==> src/hdl/histogram_median_edge_thresholds_macros.svh <==
// ----------------------------------------------------------------------------
// histogram_median_edge_thresholds_macros.svh
// Assertion macros for the frame median block; empty under synthesis.
// ----------------------------------------------------------------------------
`ifndef HISTOGRAM_MEDIAN_EDGE_THRESHOLDS_MACROS_SVH
`define HISTOGRAM_MEDIAN_EDGE_THRESHOLDS_MACROS_SVH
`ifndef SYNTHESIS
// same-cycle implication
`define HMET_ASSERT_NOW(lbl, clk, rst, ante, cons) \
   lbl: assert property (@(posedge clk) disable iff (rst) (ante) |-> (cons)) \
      else $error("hmet: same-cycle check failed");
// next-cycle implication
`define HMET_ASSERT_NEXT(lbl, clk, rst, ante, cons) \
   lbl: assert property (@(posedge clk) disable iff (rst) (ante) |=> (cons)) \
      else $error("hmet: next-cycle check failed");
`else
`define HMET_ASSERT_NOW(lbl, clk, rst, ante, cons)
`define HMET_ASSERT_NEXT(lbl, clk, rst, ante, cons)
`endif
`endif

==> src/hdl/hmet_pkg.sv <==
// ----------------------------------------------------------------------------
// hmet_pkg
// Widths, constants and the shared item type of the frame median block.
// ----------------------------------------------------------------------------
`default_nettype none

package hmet_pkg;

   localparam int PIXEL_BITS = 8;
   localparam int COUNT_BITS = 24;
   localparam int FIELD_BITS = 8;
   localparam int RATIO_BITS = 10;
   localparam int FRAC_BITS = 8;

   localparam int BIN_COUNT = 1 << PIXEL_BITS;
   localparam int SUM_BITS = COUNT_BITS + PIXEL_BITS;
   localparam int FACTOR_BITS = RATIO_BITS + 1;
   localparam int PROD_BITS = PIXEL_BITS + FACTOR_BITS;

   localparam int QUEUE_IDX_BITS = 2;
   localparam int QUEUE_DEPTH = 1 << QUEUE_IDX_BITS;
   localparam int QUEUE_FILL_BITS = QUEUE_IDX_BITS + 1;

   localparam logic [PIXEL_BITS-1:0] BIN_LAST = '1;
   localparam logic [COUNT_BITS-1:0] COUNT_MAX = '1;
   localparam logic [RATIO_BITS-1:0] RATIO_RESET = RATIO_BITS'(26);
   localparam logic [FACTOR_BITS-1:0] RATIO_ONE = FACTOR_BITS'(1 << FRAC_BITS);
   localparam logic [FIELD_BITS-1:0] FIELD_MAX = '1;

   typedef struct packed {
      logic [PIXEL_BITS-1:0] bin;
      logic                  last;
   } hmet_item_type;

endpackage

`default_nettype wire

==> src/hdl/hmet_req_if.sv <==
// ----------------------------------------------------------------------------
// hmet_req_if
// Pixel channel: valid/ready with grey level and end-of-frame mark.
// ----------------------------------------------------------------------------
`default_nettype none

interface hmet_req_if import hmet_pkg::*; ();
   logic                  valid;
   logic                  ready;
   logic [FIELD_BITS-1:0] pixel;
   logic                  last;

   modport source (output valid, output pixel, output last, input ready);
   modport sink (input valid, input pixel, input last, output ready);
endinterface

`default_nettype wire

==> src/hdl/hmet_front.sv <==
// ----------------------------------------------------------------------------
// hmet_front
// Accepts pixel beats, maps them to a bin and queues them for the back end.
// ----------------------------------------------------------------------------
`default_nettype none

module hmet_front import hmet_pkg::*; (
   input  wire logic    clock,
   input  wire logic    reset,
   hmet_req_if.sink     req_chan,
   output hmet_item_type q_item,
   output logic         q_valid,
   input  wire logic    q_pop
);

   hmet_item_type              queue_ff [QUEUE_DEPTH];
   logic [QUEUE_IDX_BITS-1:0]  wr_ptr_ff, wr_ptr_in;
   logic [QUEUE_IDX_BITS-1:0]  rd_ptr_ff, rd_ptr_in;
   logic [QUEUE_FILL_BITS-1:0] fill_ff, fill_in;
   logic                       push;
   logic                       pop;
   hmet_item_type              item_in;

   assign req_chan.ready = (fill_ff != QUEUE_FILL_BITS'(QUEUE_DEPTH));
   assign push = req_chan.valid && req_chan.ready;
   assign q_valid = (fill_ff != '0);
   assign pop = q_pop && q_valid;
   assign q_item = queue_ff[rd_ptr_ff];

   always_comb begin
      item_in.bin = PIXEL_BITS'(req_chan.pixel);
      item_in.last = req_chan.last;
      wr_ptr_in = push ? wr_ptr_ff + QUEUE_IDX_BITS'(1) : wr_ptr_ff;
      rd_ptr_in = pop ? rd_ptr_ff + QUEUE_IDX_BITS'(1) : rd_ptr_ff;
      fill_in = fill_ff;
      if (push && !pop) begin
         fill_in = fill_ff + QUEUE_FILL_BITS'(1);
      end else if (pop && !push) begin
         fill_in = fill_ff - QUEUE_FILL_BITS'(1);
      end
   end

   always_ff @(posedge clock) begin
      if (push) begin
         queue_ff[wr_ptr_ff] <= item_in;
      end
   end

   always_ff @(posedge clock) begin
      if (reset) begin
         wr_ptr_ff <= '0;
         rd_ptr_ff <= '0;
         fill_ff <= '0;
      end else begin
         wr_ptr_ff <= wr_ptr_in;
         rd_ptr_ff <= rd_ptr_in;
         fill_ff <= fill_in;
      end
   end

endmodule

`default_nettype wire

==> src/flat_wrapper.sv <==
// flat-port wrapper written by rule: the top's interface ports become plain ports
module hmet_front_flat import hmet_pkg::*;
  (clock, reset, q_item, q_valid, q_pop, req_chan_valid, req_chan_pixel, req_chan_last, req_chan_ready);
  hmet_req_if req_chan_i ();
  input  wire logic clock;
  input  wire logic reset;
  output hmet_item_type q_item;
  output logic q_valid;
  input  wire logic q_pop;
  input wire logic [$bits(req_chan_i.valid)-1:0] req_chan_valid;
  input wire logic [$bits(req_chan_i.pixel)-1:0] req_chan_pixel;
  input wire logic [$bits(req_chan_i.last)-1:0] req_chan_last;
  output wire logic [$bits(req_chan_i.ready)-1:0] req_chan_ready;
  assign req_chan_i.valid = req_chan_valid;
  assign req_chan_i.pixel = req_chan_pixel;
  assign req_chan_i.last = req_chan_last;
  assign req_chan_ready = req_chan_i.ready;
  hmet_front u_core (.clock(clock), .reset(reset), .req_chan(req_chan_i), .q_item(q_item), .q_valid(q_valid), .q_pop(q_pop));
endmodule
==> config.mk <==
export PLATFORM = sky130hd
export DESIGN_NAME = hmet_front_flat
export DESIGN_NICKNAME = d
export VERILOG_FILES = /design/src/hdl/histogram_median_edge_thresholds_macros.svh /design/src/hdl/hmet_pkg.sv /design/src/hdl/hmet_req_if.sv /design/src/hdl/hmet_front.sv /design/src/flat_wrapper.sv
export SDC_FILE = /design/constraint.sdc
export NUM_CORES = 1
export LEC_CHECK = 0
export BUFFER_PORTS_ARGS = -buffer_cell sky130_fd_sc_hd__buf_2
export CAP_MARGIN = 10
export CORE_ASPECT_RATIO = 1.1
export CORE_UTILIZATION = 50
export CTS_BUF_LIST = sky130_fd_sc_hd__clkbuf_2 sky130_fd_sc_hd__clkbuf_4 sky130_fd_sc_hd__clkbuf_8
export DETAILED_ROUTE_END_ITERATION = 6
export PLACE_DENSITY = 0.84
export RECOVER_POWER = 100
export SLEW_MARGIN = 5
export SYNTH_ARGS = -nofsm -noshare
export SYNTH_HDL_FRONTEND = slang
export SYNTH_SLANG_ARGS = --single-unit
==> constraint.sdc <==
create_clock -name clock -period 2 [get_ports clock]
set_input_delay 0.4 -clock clock [delete_from_list [all_inputs] [get_ports clock]]
set_output_delay 0.4 -clock clock [all_outputs]
set_load 0.1 [all_outputs]
---- After elaboration in Yosys (flattened, before gate mapping) ----
Memories as Yosys holds them, arrays and structs flattened. A register that Yosys moved wholly into a read port is not among the register bits.
Cells that the tools add are included.
word-level totals
  register bits ........................... 7
  memory bits (writable) .................. 36
  bits of input ports ..................... 13
  logic and storage cells ................. 23
  memories ................................ 1
memories
  name             words  width  rd ports  clocked after Yosys merged registers in  write ports  RTL line          RTL
  u_core.queue_ff  4      9      1         1                                        1            hmet_front.sv:16  hmet_item_type queue_ff [QUEUE_DEPTH];
cells by class
  $add $sub $neg .......................... 4
  equality and inequality tests ........... 1
  muxes and demuxes ....................... 6
  reduce and logical (&&, ||, !) cells .... 8
operator list
  operator                                           count
  2-to-1 mux 3 bit                                   2
  adder 2 x 1 -> 2 bit (second input constant)       2
  logical AND 1 bit                                  4
  2-to-1 mux 2 bit                                   2
  adder 3 x 1 -> 3 bit (second input constant)       1
  inequality test 3 bit (second input constant)      1
  nonzero test 3 bit                                 1
  subtractor 3 x 1 -> 3 bit (second input constant)  1
  zero test 1 bit                                    2
  2-to-1 mux 1 bit                                   2
  nonzero test 2 bit                                 1

---- Longest topological paths before layout ----
  word-level depth ........................ 6
  depth in mapped cells ................... 8
  mapped depth without buffers ............ 8

---- Worst setup path before layout ----
No wires, ideal clock.
  path kind ............................... register -> register
  start ................................... reg u_core.fill_ff[0]
  end ..................................... reg u_core.fill_ff[2]
  setup time .............................. 0.070 ns
  arrival ................................. 1.920 ns
  data required time ...................... 1.930 ns
  path slack .............................. 0.010 ns
  cell stages (with the launch flop) ...... 9
  clock period less this slack ............ 1.990 ns
  cells stage by stage .................... dfxtp_1 > nor2_2 > a21boi_4 > ha_1 > inv_1 > fa_1 > xor2_1 > or3_1 > a21oi_1
between the ends
  word-level cells in the longest chain between the ends .. 5
ends and longest elaborated chain
  item                                 RTL line          RTL
  start: declaration                   hmet_front.sv:19  logic [QUEUE_FILL_BITS-1:0] fill_ff, fill_in;
  start signal: assignment             hmet_front.sv:57  fill_ff <= fill_in;
  inequality test 3 bit *              hmet_front.sv:24  assign req_chan.ready = (fill_ff != QUEUE_FILL_BITS'(QUEUE_DEPTH));
  logical AND 1 bit *                  hmet_front.sv:25  assign push = req_chan.valid && req_chan.ready;
  net u_core.push                      hmet_front.sv:20  logic push;
  zero test 1 bit                      hmet_front.sv:38  end else if (pop && !push) begin
  logical AND 1 bit                    hmet_front.sv:38
  nonzero test 2 bit (no source line)  -
Mark *: on every way through the listed nets, which the timed path passes. The rest lies on a longest branch. The select of a mux whose other input is x is not followed.
A chain may end at the register's enable or synchronous reset.

==> impl_results.md <==
- Setup slack after placement: -0.0244 ns
- Placed inst area: 2030 sq um
- Estimated wirelength of the detail-placed design: 1.84 mm
- Largest cells by area after synthesis: edfxtp_1, mux4_2, dfxtp_1
- Worst Hold Path EP: u_core.queue_ff[1][0]
- I/O Buffers: 23
- Fraction of power spent switching nets: 41.2%
- Static leakage: 0.780 nW
- Startpoint type of the worst setup path: flop
- Pwr per Cell Area: 1650 nW/um^2
- Required time at the worst-slack endpoint: 1.60 ns
- Insertion delay to the later sink of the worst-skew pair: 0.35 ns
- Internal power component: 2.14 mW
- Final worst-path cycle share: 98.8%
- Setup_tns: 0 ns
- Sum of internal, switching and leakage power: 3.64 mW
- Largest fanout on the critical path: 6
- Warnings, synthesis: 0
- Share of synthesized area occupied by flip-flops and latches: 71.1%
- Total routing resource utilization after global routing: 16.2%
- CTS tree: yes
- Count of cells along the worst hold path: 1
- Synth cell types: 23
- Post-Synth XOR/XNOR Area: 1.97%
- First-pass GRT wire length: 4.34 mm
- Total standard cell area after synthesis: 1770 sq um
- Fin Hold WS: 0.294 ns
- Pin count of the biggest net entering global routing: 16
- Layout cell share with drive strength beyond 1: 37.7%
- Fmax: 506 MHz
- Time the worst path needs with I/O delays and setup: 1.98 ns
- Worst vdd ir: 0.864 mV
- Initial core utilization: 52.8%
- Worst setup path class: flop to primary output
- DR vias: 890
- Net Sw Power: 1.50 mW
- Via count normalized by instance count: 5.00
- Compound-cell area share of the yosys netlist: 2.82%
- Clock Sink Count: 45
- Flop pwr share: 34.3%
- Drt first pass iters: 4
- # DRC: 0
- Die X-Extent: 58.8 um
- Fin area: 2210 sq um
- Post-Syn Instances: 95
- Number of nets in the synthesized netlist: 114
- Clock tree skew after final layout: 0.0132 ns
- Share of synthesized cell area in and, or, nand and nor gates: 4.94%
- Maximum capacitance violations: 0
- Tightest Pin Transition: 0.496 ns
- Depth of the worst register-to-register path: 7
- Run status: complete, no violations
- Layout net count: 148
- Worst hold path type: input port to flop
- Share of cell area taken by muxes after synthesis: 13.2%
- Area of the core region: 3360 sq um
- Final antenna-violating net count: 0
- Capturing point of the worst reg2reg path: u_core.fill_ff[2]
- RSZ-0062 raised after global routing: yes
- Number of global-route vias before repair: 945
- Wire length per cell: 15.4 um
- Cell type contributing the most total cell area after synthesis: edfxtp_1
- Adder and majority cell fraction of the synthesized area: 4.65%
- Hold Crit Start: req_chan_last
- Post-synth top area share: 60.9%
- Setup slack of the critical path after layout: 0.0249 ns
- Clock root buffer: clkbuf_4
- Post-CTS clock slew at the launch and capture registers of the worst setup and hold paths: 0.14 ns
- Origin of the critical flop-to-flop path: u_core.fill_ff[0]
- Floorplan die area: 3790 sq um
- Number of levels in the clock H-tree: 2
- Number of cell rows: 22
- Number of antenna violations at the first check in global routing: 0
- TritonCTS Buffers: 5
- Part of the total power dissipated in the clock network: 18.7%
- Mapped Avg Cell Area: 18.7 sq um
- Initial DRC count: 24
- Max-slew violation total from the final report: 0
- Combinational power share: 46.9%
- CTS Buffer Depth: 2
- Diodes inserted: 0
- Worst Setup End Kind: primary output
- GPL Wtd Cong: 0.747
- Endpoints failing hold: 0
- Vertical die dimension: 64.5 um
- IO Pins: 24
- Combinational family with the most area after synthesis: multiplexers
- Setup-failing EPs final: 0
- Remaining Overflow, GRT: 0
- Layout overhead on the synthesized area: 24.5%
- Register-to-Register Setup Slack: 0.05 ns
- Remaining max-slew budget at the tightest pin: 66.9%
- Arrival time of data at the critical path endpoint: 1.58 ns
- Final wirelength: 2.74 mm
- Synthesized flop and latch total: 45
sequential cells by signal, summed over array words and instances, names as in the netlist, named ones only:
name              cells
u_core.fill_ff        3
u_core.wr_ptr_ff      2
u_core.rd_ptr_ff      2
u_core.queue_ff      36
through the flow:
step	util, %	instances
floorplan	-	95
global placement	60.4	169
detailed placement	60.4	169
CTS	65.3	177
global route	65.8	178
finish	65.8	178
how the worst max path moves through the flow:
| stage | endpoint | cells after the start | from |
|---|---|---|---|
| global route | u_core.fill_ff[2] | 7 | u_core.fill_ff[0] |
| detailed placement | u_core.fill_ff[2] | 8 | u_core.fill_ff[1] |
| floorplan | u_core.fill_ff[2] | 8 | u_core.fill_ff[0] |
| global placement | u_core.fill_ff[2] | 8 | u_core.fill_ff[1] |
| CTS | q_item[6] | 3 | flop |
| finish | q_item[5] | 3 | flop |
layer usage:
layer / wire, um / share of wire [%] / global-route usage, %
met5: 0 / 0 / 0
met4: 26 / 0.95 / 5.65
met3: 95 / 3.5 / 4.39
met2: 1470 / 54 / 26.6
met1: 1150 / 42 / 20.6
synth_stat cells, drive strengths merged:
| library cell | instances |
|---|---|
| edfxtp | 36 |
| dfxtp | 9 |
| mux4 | 9 |
| nor2 | 8 |
| ha | 5 |
| and2 | 4 |
| xor2 | 4 |
| inv | 3 |
| clkbuf | 2 |
| mux2i | 2 |
| nand2b | 2 |
| or3 | 2 |
| a21boi | 1 |
| a21oi | 1 |
| buf | 1 |
| fa | 1 |
| mux2 | 1 |
| nand2 | 1 |
| o21ai | 1 |
| o311ai | 1 |
| o31ai | 1 |
cell usage in the layout (no fill, tap or decap), types with 2 or more instances in the layout:
| cell | n |
|---|---|
| dfxtp_1 | 4 |
| nand2b_1 | 2 |
| and2_1 | 4 |
| inv_1 | 3 |
| buf_6 | 7 |
| mux2i_1 | 2 |
| buf_2 | 4 |
| clkbuf_4 | 5 |
| buf_12 | 3 |
| nor2_1 | 7 |
| ha_1 | 4 |
| xor2_1 | 4 |
| dfxtp_4 | 3 |
| clkbuf_1 | 10 |
| bufinv_16 | 2 |
| edfxtp_1 | 36 |
| dfxtp_2 | 2 |
| buf_4 | 5 |
| mux4_2 | 9 |
worst max-delay path: stages (launching register included):
cell and delay, ns:
dfxtp_2 0.36, buf_8 0.13, mux4_2 0.55, buf_12 0.19
layout make-up:
class	count	area, sq um
clock inverters	3	68.8
multi-input cells	44	507
fillers	258	1150
clock buffers	5	37.5
well taps	48	60.1
flip-flops and latches	45	1270
inverters	3	11.3
repair buffers	30	249
power by group through the flow:
stage | clock network (mW) | registers, mW | logic [mW]
after global routing | 0.735 | 1.27 | 1.79
after floorplan | 0 | 1.23 | 1.22
final | 0.682 | 1.25 | 1.71
after detailed placement | 0 | 1.25 | 1.57
after CTS | 0.691 | 1.24 | 1.68
after global placement | 0 | 1.24 | 1.55
what timing repair did:
item	CTS	global route
hold buffers	0	0
resized for setup	20	8
pin swaps	1	2
buffers inserted	0	1
gates cloned	0	0
endpoints found under the setup margin	11	8
logic make-up (layout without fill, tap and decap cells):
logic type               Yosys count  after routing
AND/OR/NAND/NOR                   17             17
flip-flops                        45             45
buffers and inverters              6             41
adder cells (fa/ha/maj)            6              6
AO/OA/AOI/OAI                      5              5
multiplexers                      12             12
XOR/XNOR                           4              4
No activity file was read; power rests on OpenSTA's default activity.
